<file path="config.mk">
export PLATFORM = sky130hd
export DESIGN_NAME = markup_highlight_classifier_core
export DESIGN_NICKNAME = d
export VERILOG_FILES = /design/src/design/mhc_pkg.sv /design/src/design/mhc_step.sv /design/src/design/markup_highlight_classifier_core.sv
export SDC_FILE = /design/constraint.sdc
export NUM_CORES = 1
export LEC_CHECK = 0
export BUFFER_PORTS_ARGS = -buffer_cell sky130_fd_sc_hd__buf_2
export CORE_MARGIN = 2
export CORE_UTILIZATION = 40
export CTS_BUF_LIST = sky130_fd_sc_hd__clkbuf_8
export CTS_CLUSTER_DIAMETER = 80
export DETAILED_ROUTE_END_ITERATION = 6
export PLACE_DENSITY = 0.68
export RECOVER_POWER = 50
export SLEW_MARGIN = 20
export SYNTH_ARGS = -nofsm -noshare
export SYNTH_HDL_FRONTEND = slang
export SYNTH_SLANG_ARGS = --single-unit
</file>
<file path="constraint.sdc">
create_clock -name clk -period 3.2 [get_ports clk]
set_input_delay 0.48 -clock clk [delete_from_list [all_inputs] [get_ports clk]]
set_output_delay 0.48 -clock clk [all_outputs]
set_load 0.03 [all_outputs]
</file>
<file path="src/design/mhc_pkg.sv">
package mhc_pkg;

	localparam int InWidth = 32;
	localparam int OutWidth = 8;
	localparam int CharWidth = 16;
	localparam int ClassWidth = 3;

	localparam logic [ClassWidth-1:0] CLS_REGULAR = 3'd0;
	localparam logic [ClassWidth-1:0] CLS_COMMENT = 3'd1;
	localparam logic [ClassWidth-1:0] CLS_MATH    = 3'd2;
	localparam logic [ClassWidth-1:0] CLS_COMMAND = 3'd3;
	localparam logic [ClassWidth-1:0] CLS_SPECIAL = 3'd4;

	localparam logic [CharWidth-1:0] CH_PERCENT   = 16'h0025;
	localparam logic [CharWidth-1:0] CH_BACKTICK  = 16'h0060;
	localparam logic [CharWidth-1:0] CH_BACKSLASH = 16'h005C;
	localparam logic [CharWidth-1:0] CH_LBRACE    = 16'h007B;
	localparam logic [CharWidth-1:0] CH_RBRACE    = 16'h007D;
	localparam logic [CharWidth-1:0] CH_DOLLAR    = 16'h0024;
	localparam logic [CharWidth-1:0] CH_NEWLINE   = 16'h000A;

	typedef struct packed {
		logic [ClassWidth-1:0] cls;
		logic                  math;
		logic                  disp;
		logic                  esc;
	} mhc_state_t;

	function automatic logic ascii_letter(input logic [CharWidth-1:0] c);
		return (c inside {[16'h0041:16'h005A], [16'h0061:16'h007A]});
	endfunction

endpackage

</file>
<file path="src/design/mhc_step.sv">
module mhc_step
	import mhc_pkg::*;
(
	input  logic [CharWidth-1:0] prev_char,
	input  logic [CharWidth-1:0] cur_char,
	input  mhc_state_t           cur_state,
	output mhc_state_t           next_state
);

	logic                  esc;
	logic                  tick;
	logic                  prev_tick;
	logic                  math;
	logic                  disp;
	logic                  was_cmd;
	logic [ClassWidth-1:0] cls;

	assign esc       = !cur_state.esc && (prev_char == CH_BACKSLASH);
	assign tick      = (cur_char == CH_BACKTICK) && !esc;
	assign prev_tick = (prev_char == CH_BACKTICK) && !cur_state.esc;
	assign was_cmd   = (cur_state.cls == CLS_COMMAND);

	always_comb begin
		math = cur_state.math;
		disp = cur_state.disp;
		cls  = CLS_REGULAR;
		if ((cur_char == CH_PERCENT && !esc) ||
		    (cur_state.cls == CLS_COMMENT && cur_char != CH_NEWLINE)) begin
			cls  = CLS_COMMENT;
			math = 1'b0;
			disp = 1'b0;
		end else begin
			// A second unescaped backtick right after the one that opened inline
			// math promotes it to display math.
			if (tick) begin
				if (math && prev_tick && !disp) begin
					disp = 1'b1;
				end else if (!math || prev_tick || !disp) begin
					math = !math;
				end
				if (!math) begin
					disp = 1'b0;
				end
			end
			cls = (tick || math) ? CLS_MATH : CLS_REGULAR;
			if (cls != CLS_MATH) begin
				if (cur_char == CH_BACKSLASH || was_cmd) begin
					cls = CLS_COMMAND;
				end
				if (was_cmd) begin
					if (ascii_letter(cur_char) &&
					    ((prev_char == CH_BACKSLASH && !cur_state.esc) ||
					     ascii_letter(prev_char))) begin
						cls = CLS_COMMAND;
					end else if (cur_char != CH_BACKSLASH &&
					             (!esc || (cur_char != CH_PERCENT &&
					                       cur_char != CH_BACKTICK))) begin
						cls = CLS_REGULAR;
					end
				end
				if (cls == CLS_REGULAR &&
				    (cur_char == CH_LBRACE || cur_char == CH_RBRACE ||
				     cur_char == CH_DOLLAR)) begin
					cls = CLS_SPECIAL;
				end
			end
		end
	end

	assign next_state.cls  = cls;
	assign next_state.math = math;
	assign next_state.disp = disp;
	assign next_state.esc  = esc;

endmodule

</file>
<file path="src/design/markup_highlight_classifier_core.sv">
// Character classifier for highlighting TeX-like markup text.
// The slave channel takes one request per character: the previous and the
// current 16-bit code unit. The master channel returns one result per request
// with the class (regular, comment, math, command, special) and the math,
// display-math and escape flags that hold after that character.
// A request accepted into the input register is classified from there, and its
// result is written into the result register that drives the master channel.
// One request is taken every cycle while the receiver keeps up: the
// classification is one level of compare logic on the input register and six
// state bits, written into the result register.
// When the receiver stalls, the result register holds and one more request is
// parked in the input register; s_tready drops only when both are full.
// Requests are processed strictly in order, and the state advances only when
// a request moves into the result register.
// Reset clears the classifier state to regular class with all flags low and
// empties both registers.
module markup_highlight_classifier_core
	import mhc_pkg::*;
(
	input  logic                clk,
	input  logic                arst_n,
	input  logic                s_tvalid,
	output logic                s_tready,
	// prev_char [15:0], cur_char [31:16]
	input  logic [InWidth-1:0]  s_tdata,
	output logic                m_tvalid,
	input  logic                m_tready,
	// char_class [2:0], in_math [3], in_display [4], escaped [5], zero [7:6]
	output logic [OutWidth-1:0] m_tdata
);

	logic                 valid_s1;
	logic [CharWidth-1:0] prev_s1;
	logic [CharWidth-1:0] cur_s1;
	logic                 advance;
	mhc_state_t           state_q;
	mhc_state_t           next_state;
	mhc_state_t           result_q;
	logic                 result_valid_q;

	assign advance  = !result_valid_q || m_tready;
	assign s_tready = !valid_s1 || advance;

	always_ff @(posedge clk or negedge arst_n) begin
		if (!arst_n) begin
			valid_s1 <= 1'b0;
		end else if (s_tready) begin
			valid_s1 <= s_tvalid;
		end
	end

	always_ff @(posedge clk) begin
		if (s_tvalid && s_tready) begin
			prev_s1 <= s_tdata[CharWidth-1:0];
			cur_s1  <= s_tdata[2*CharWidth-1:CharWidth];
		end
	end

	mhc_step u_step (
		.prev_char  (prev_s1),
		.cur_char   (cur_s1),
		.cur_state  (state_q),
		.next_state (next_state)
	);

	always_ff @(posedge clk or negedge arst_n) begin
		if (!arst_n) begin
			state_q        <= '{cls: CLS_REGULAR, math: 1'b0, disp: 1'b0, esc: 1'b0};
			result_valid_q <= 1'b0;
		end else if (advance) begin
			result_valid_q <= valid_s1;
			if (valid_s1) begin
				state_q <= next_state;
			end
		end
	end

	always_ff @(posedge clk) begin
		if (advance && valid_s1) begin
			result_q <= next_state;
		end
	end

	assign m_tvalid = result_valid_q;
	assign m_tdata  = {2'b00, result_q.esc, result_q.disp, result_q.math, result_q.cls};

`ifndef SYNTHESIS
	a_disp_needs_math: assert property (@(posedge clk) disable iff (!arst_n)
		m_tvalid |-> (!m_tdata[4] || m_tdata[3]))
		else $error("display math flagged outside math mode");

	a_class_range: assert property (@(posedge clk) disable iff (!arst_n)
		m_tvalid |-> (m_tdata[2:0] <= CLS_SPECIAL))
		else $error("unused class code produced");

	a_comment_no_math: assert property (@(posedge clk) disable iff (!arst_n)
		(m_tvalid && m_tdata[2:0] == CLS_COMMENT) |-> (!m_tdata[3] && !m_tdata[4]))
		else $error("math flags set inside a comment");

	a_result_follows: assert property (@(posedge clk) disable iff (!arst_n)
		(valid_s1 && advance) |=> m_tvalid)
		else $error("processed request produced no result");
`endif

endmodule
</file>
==> impl_metrics.env, run 1 <==
export IMPL_ys_async_sr_fraction_pct=17.4
export IMPL_setup_viol=0
export IMPL_antenna_found_initial=0
export IMPL_synth_edff_count=38
export IMPL_crit_type="register to register"
export IMPL_period_needed_ns=2.34
export IMPL_hp_class="input port to asynchronous set/reset pin"
export IMPL_power_frac_seq_pct=60.9
export IMPL_diodes=0
export IMPL_die_w_um=74.1
export IMPL_cts_repair_resized=0
export IMPL_leakagePower_nw=0.852
export IMPL_fin_crit_sh_pct=73.2
export IMPL_clk_pin_slew_ns=0.08
export IMPL_cts_setup_buffers=0
export IMPL_drive_gt1_share_pct=23.7
export IMPL_ys_ff_latch=46
export IMPL_post_place_ws_ns=0.872
export IMPL_dieArea_um2=5480
export IMPL_clockRootBuffer="clkbuf_8"
export IMPL_tritoncts="built"
export IMPL_pin_count=46
export IMPL_io_buffers=43
export IMPL_final_setup_tns_ns=0
export IMPL_postSynthAreaPerCell_um2=13.3
export IMPL_clk_insertion_delay_late_ns=0.30
export IMPL_cts_num_sinks=46
export IMPL_synthTopCellsByArea="edfxtp_1, dfrtp_1, a21oi_1, nor2_1, nand2b_1"
export IMPL_critPathLaunchType="register"
export IMPL_internal_power_mw=0.891
export IMPL_yosysWarningCount=0
export IMPL_grt_util_all_layers_pct=13.9
export IMPL_synth_area_um2=1960
export IMPL_max_freq_mhz=427
export IMPL_fin_nets=234
export IMPL_required_ns=3.42
export IMPL_max_cap_violations=0
export IMPL_grt_start_max_net_pins=33
export IMPL_vias=1335
export IMPL_grt_pass1_wl_um=5740
export IMPL_initial_core_util_pct=41.6
export IMPL_remaining_drc_errors=0
export IMPL_routabilityCongestion=0.850
export IMPL_finalMaxSlewViolations=0
export IMPL_core_area_um2=4720
export IMPL_crit_arrival_ns=2.56
export IMPL_ys_types=41
export IMPL_whs_ns=0.0769
export IMPL_power_density_nw_per_um2=504
export IMPL_rows=25
export IMPL_cp_max_fo=8
export IMPL_die_y_um=74.1
export IMPL_hold_viol=0
export IMPL_post_synth_top_area_cell="edfxtp_1"
export IMPL_routed_wl_um=3330
export IMPL_cts_buffers=5
export IMPL_h_tree_depth=2
export IMPL_first_pass_iters=4
export IMPL_p_switching_mw=0.284
export IMPL_synth_main_ff_cell="edfxtp_1"
export IMPL_place_hpwl_um=2490
export IMPL_antenna_left=0
export IMPL_rsz0062_at_grt="no"
export IMPL_synth_top_area_share_pct=58.1
export IMPL_pwr_share_comb_pct=10.4
export IMPL_grt_ovfl_total=0
export IMPL_worst_ir_drop_vdd_mv=0.266
export IMPL_area_growth_pct=18.8
export IMPL_routedWlPerCell_um=12.6
export IMPL_holdBufCountCts=0
export IMPL_drt_initial_drc_count=30
export IMPL_clockBufferDepth=2
export IMPL_fin_skew_ns=0.0102
export IMPL_ys_seq_area_share_pct=68.3
export IMPL_post_drt_via_cell_ratio=5.04
export IMPL_fill_cells=428
export IMPL_syn_inst=148
export IMPL_setup_slack_ns=0.857
export IMPL_p_clk_share_pct=28.7
export IMPL_worst_setup_path_end_kind="register"
export IMPL_grt_pass1_vias=1330
export IMPL_outcome="finished clean"
export IMPL_switching_share_pct=24.2
critical path, stage by stage, from the launching register on:
cell and delay [ns]:
edfxtp_1 0.49, or3b_1 0.40, or4_1 0.40, o21a_1 0.21, a21o_1 0.19, or4_1 0.49
o21ai_0 0.08
power by group through the flow:
stage / clock, mW / sequential, mW / combinational, mW
5_1_grt: 0.371 / 0.722 / 0.137
2_1_floorplan: 0 / 0.739 / 0.0693
4_1_cts: 0.348 / 0.716 / 0.126
6_report: 0.337 / 0.716 / 0.122
3_3_place_gp: 0 / 0.728 / 0.123
3_5_place_dp: 0 / 0.730 / 0.125
sequential cells by signal (all words and copies together) (netlist names):
register  cells
state_q       6
prev_s1      16
m_tvalid      1
valid_s1      1
cur_s1       16
m_tdata       6
worst paths after layout:
check / startpoint / endpoint / slack, ns / depth (start not counted)
min in group clk: s_tdata[20] / cur_s1[4]$_DFFE_PP_ / 0.35 / 1
max: cur_s1[0]$_DFFE_PP_ / state_q[1]$_DFFE_PN0P_ / 0.86 / 6
min reg2reg: valid_s1$_DFFE_PN0N_ / m_tvalid$_DFFE_PN0P_ / 0.49 / 1
max reg2reg: cur_s1[0]$_DFFE_PP_ / state_q[1]$_DFFE_PN0P_ / 0.86 / 6
max in group asynchronous: arst_n / m_tvalid$_DFFE_PN0P_ / 2.81 / 1
min: arst_n / state_q[4]$_DFFE_PN0P_ / 0.08 / 1
final cells by class:
cell class | instances | area (um2) | area share (%)
Timing Repair Buffer | 44 | 213 | 9.12
Tap cell | 67 | 83.8 | 3.59
Inverter | 7 | 26.3 | 1.13
Sequential cell | 46 | 1340 | 57.5
Clock buffer | 5 | 68.8 | 2.95
Multi-Input combinational cell | 94 | 584 | 25.1
Clock inverter | 2 | 15.0 | 0.644
cell families (layout without fill, tap and decap cells):
group / after synthesis / after routing / synth area share (%)
buffers and inverters: 9 / 58 / 2.10
DFF: 46 / 46 / 68.3
muxes: 2 / 2 / 1.15
AOI/OAI and AO/OA: 28 / 28 / 9.24
and+or+nand+nor: 60 / 60 / 18.1
other: 1 / 2 / 0.191
xor gates and xnor gates: 2 / 2 / 0.892
layer usage:
layer / up-vias / global-route usage [%] / share of wire (%) / wire length (um)
met3: 7 / 4.34 / 5.8 / 192
met5: - / 0 / 0 / 0
li1: 670 / - / - / -
met2: 43 / 22.4 / 47 / 1550
met4: 0 / 6.67 / 2.0 / 67
met1: 615 / 17.1 / 46 / 1520
synth_stat cells (2+ instances only):
| library cell | number |
|---|---|
| nand4b_1 | 2 |
| mux2_2 | 2 |
| edfxtp_1 | 38 |
| nor4b_1 | 3 |
| nand3_1 | 3 |
| o31ai_1 | 2 |
| a211oi_1 | 4 |
| o21ai_0 | 4 |
| a31oi_1 | 2 |
| nand2_1 | 6 |
| nor3_1 | 6 |
| buf_4 | 2 |
| a21oi_1 | 9 |
| nor4_1 | 5 |
| nor2_1 | 11 |
| nand2b_1 | 5 |
| or4_1 | 2 |
| xnor2_1 | 2 |
| o21a_1 | 2 |
| nor3b_1 | 2 |
| nor4bb_1 | 2 |
| nand4_1 | 3 |
| inv_1 | 6 |
| dfrtp_1 | 8 |
layout by cell type (no fill, tap or decap), drive strengths merged, types with 3 or more instances in the layout:
cell type  netlist  layout
a211oi           4       4
a21oi            9       9
buf              2      36
clkbuf           0      13
dfrtp            8       8
edfxtp          38      38
inv              6       6
nand2            6       6
nand2b           5       5
nand3            3       3
nand4            3       3
nor2            11      11
nor3             6       6
nor4             5       5
nor4b            3       3
o21ai            4       4
metrics by stage:
step,util [%],power [mW],instances,cell area [um2]
CTS,49.6,1.19,265,2340
detailed placement,47.8,0.855,258,2260
finish,49.4,1.18,265,2330
floorplan,-,0.808,149,1970
global route,49.4,1.23,265,2330
global placement,47.8,0.852,258,2260
(Power assumes the default switching activity.)
==> inputs of run 2 (changes only) <==
--- a/config.mk
+++ b/config.mk
@@ -11,7 +11,7 @@
 export CTS_BUF_LIST = sky130_fd_sc_hd__clkbuf_8
 export CTS_CLUSTER_DIAMETER = 80
 export DETAILED_ROUTE_END_ITERATION = 6
-export PLACE_DENSITY = 0.68
+export PLACE_DENSITY = 0.71
 export RECOVER_POWER = 50
 export SLEW_MARGIN = 20
 export SYNTH_ARGS = -nofsm -noshare
==> constraint.sdc (replaced) <==
create_clock -name clk -period 1.9 [get_ports clk]
set_input_delay 0.285 -clock clk [delete_from_list [all_inputs] [get_ports clk]]
set_output_delay 0.285 -clock clk [all_outputs]
set_load 0.03 [all_outputs]
==> run 2 against run 1 <==
The run now ends with negative setup slack left. Clock-buffer cell count unchanged. Global-route usage grew 2.5 points. Utilization rose by 12 points. Design area grew 24%.
==> impl_metrics.env, run 2 (synthesis results as in run 1) <==
export IMPL_reg_top3="cur_s1: 16 flops, prev_s1: 16 flops"
export IMPL_finalMaxSlewViolations=0
export IMPL_clk_pin_slew_ns=0.08
export IMPL_wl_met1_um=1800
export IMPL_worst_ir_drop_vdd_mv=0.519
export IMPL_crit_type="register to register"
export IMPL_internal_power_mw=1.72
export IMPL_final_setup_tns_ns=-2.35
export IMPL_clockBufferDepth=2
export IMPL_vias=1550
export IMPL_hold_viol=0
export IMPL_crit_slowest_cell="or4_1"
export IMPL_grt_pass1_vias=1528
export IMPL_top_layer_used="met4"
export IMPL_leakagePower_nw=1.16
export IMPL_grt_ovfl_total=0
export IMPL_area_sequential_um2=1340
export IMPL_period_needed_ns=2.25
export IMPL_remaining_drc_errors=0
export IMPL_antenna_found_initial=0
export IMPL_p_switching_mw=0.527
export IMPL_failed_checks="negative setup slack"
export IMPL_mostFrequentLayoutCells="buf_4, buf_2, edfxtp_1"
export IMPL_post_drt_via_cell_ratio=4.98
export IMPL_place_hpwl_um=3000
export IMPL_core_area_um2=4720
export IMPL_cp_common_cell="or4_1"
export IMPL_switching_share_pct=23.4
export IMPL_p_clk_share_pct=31.0
export IMPL_crit_arrival_ns=2.47
export IMPL_required_ns=2.12
export IMPL_pwr_share_comb_pct=15.8
export IMPL_rows=25
export IMPL_hp_class="input port to register"
export IMPL_fin_skew_ns=0.00649
export IMPL_io_buffers=43
export IMPL_multiInputGateArea_um2=768
export IMPL_route_met2_wl_um=2210
export IMPL_clk_insertion_delay_late_ns=0.29
export IMPL_worst_setup_path_end_kind="register"
export IMPL_grt_start_max_net_pins=33
export IMPL_drt_initial_drc_count=86
export IMPL_crit_path_max_incr_delay_ns=0.49
export IMPL_clockRootBuffer="clkbuf_8"
export IMPL_pin_count=46
export IMPL_fill_cells=356
export IMPL_routed_wl_um=4300
export IMPL_setup_slack_ns=-0.349
export IMPL_outcome="complete, but fails checks"
export IMPL_area_growth_pct=47.6
export IMPL_rsz0062_at_grt="yes"
export IMPL_path_buf_inv=0
export IMPL_layout_commonest_cell="buf_4"
export IMPL_drive_gt1_share_pct=48.8
export IMPL_cts_buffers=5
export IMPL_routedWlPerCell_um=13.8
export IMPL_utilization_pct=61.4
export IMPL_fin_crit_sh_pct=118
export IMPL_antenna_left=0
export IMPL_die_y_um=74.1
export IMPL_first_pass_iters=4
export IMPL_setup_viol=10
export IMPL_fin_nets=279
export IMPL_cp_cell_sequence="or3b_1, or4_1, o21a_1, a21o_1, or4_1, o21ai_1"
export IMPL_route_met3_wl_um=194
export IMPL_h_tree_depth=2
export IMPL_routabilityCongestion=0.863
export IMPL_diodes=0
export IMPL_initial_core_util_pct=41.6
export IMPL_whs_ns=0.158
export IMPL_dieArea_um2=5480
export IMPL_crit_family="simple AND/OR/NAND/NOR gates"
export IMPL_cts_num_sinks=46
export IMPL_tritoncts="built"
export IMPL_max_cap_violations=0
export IMPL_max_freq_mhz=445
export IMPL_die_w_um=74.1
export IMPL_cp_max_fo=2
export IMPL_grt_pass1_wl_um=6690
export IMPL_power_density_nw_per_um2=777
export IMPL_power_frac_seq_pct=53.3
export IMPL_critPathLaunchType="register"
export IMPL_grt_util_all_layers_pct=16.5
-- run 2: cell count changes in the layout (fill, tap and decap cells not counted), sizes merged --
cell	before	now
bufinv	0	1
buf	36	84
clkinv	1	3
clkinvlp	2	0
clkbuf	13	9
dlygate4sd3	0	1
-- run 2: layer usage --
| layer | track usage, % | up-vias |
|---|---|---|
| met5 | 0 | - |
| met3 | 3.79 | 10 |
| met1 | 18.9 | 736 |
| met2 | 30.0 | 47 |
| met4 | 5.86 | 0 |
| li1 | - | 757 |
-- run 2: what timing repair did --
item / 4_1_cts / 5_1_grt
hold endpoints to repair: 8 / 0
hold buffers: 1 / 0
gates resized for setup: 23 / 14
pin swaps: 6 / 1
setup endpoints to repair: 10 / 10
setup buffers: 6 / 2
-- run 2: final timing paths --
| kind | startpoint | slack (ns) | cells past startpoint | end |
|---|---|---|---|---|
| min reg2reg | valid_s1$_DFFE_PN0N_ | 0.49 | 1 | m_tvalid$_DFFE_PN0P_ |
| min in group asynchronous | arst_n | 0.43 | 2 | state_q[5]$_DFFE_PN0P_ |
| min | s_tdata[17] | 0.16 | 1 | cur_s1[1]$_DFFE_PP_ |
| max in group asynchronous | arst_n | 1.15 | 2 | state_q[2]$_DFFE_PN0P_ |
| max reg2reg | cur_s1[6]$_DFFE_PP_ | -0.35 | 6 | state_q[1]$_DFFE_PN0P_ |
| max | cur_s1[6]$_DFFE_PP_ | -0.35 | 6 | state_q[1]$_DFFE_PN0P_ |
-- run 2: cell type report --
type	count	share of cell area, %
clock buffer	5	2.37
multi-input combinational	94	26.5
tap	67	2.89
inverter	7	0.907
timing repair buffer	89	19.6
sequential	46	46.3
clock inverter	3	1.38
-- run 2: power groups by stage --
| stage | combinational, mW | clock (mW) | sequential (mW) |
|---|---|---|---|
| 2_1_floorplan | 0.117 | 0 | 1.24 |
| 3_3_place_gp | 0.276 | 0 | 1.21 |
| 3_5_place_dp | 0.283 | 0 | 1.22 |
| 4_1_cts | 0.346 | 0.711 | 1.20 |
| 5_1_grt | 0.385 | 0.751 | 1.21 |
| 6_report | 0.355 | 0.697 | 1.20 |
-- run 2: metrics by stage --
stage | instances | power, mW | setup slack [ns] | area, um2
finish | 311 | 2.25 | -0.349 | 2900
global route | 311 | 2.34 | -0.467 | 2900
CTS | 310 | 2.25 | -0.309 | 2820
detailed placement | 295 | 1.50 | -0.348 | 2540
global placement | 295 | 1.49 | -0.243 | 2540
floorplan | 149 | 1.36 | -0.298 | 1970
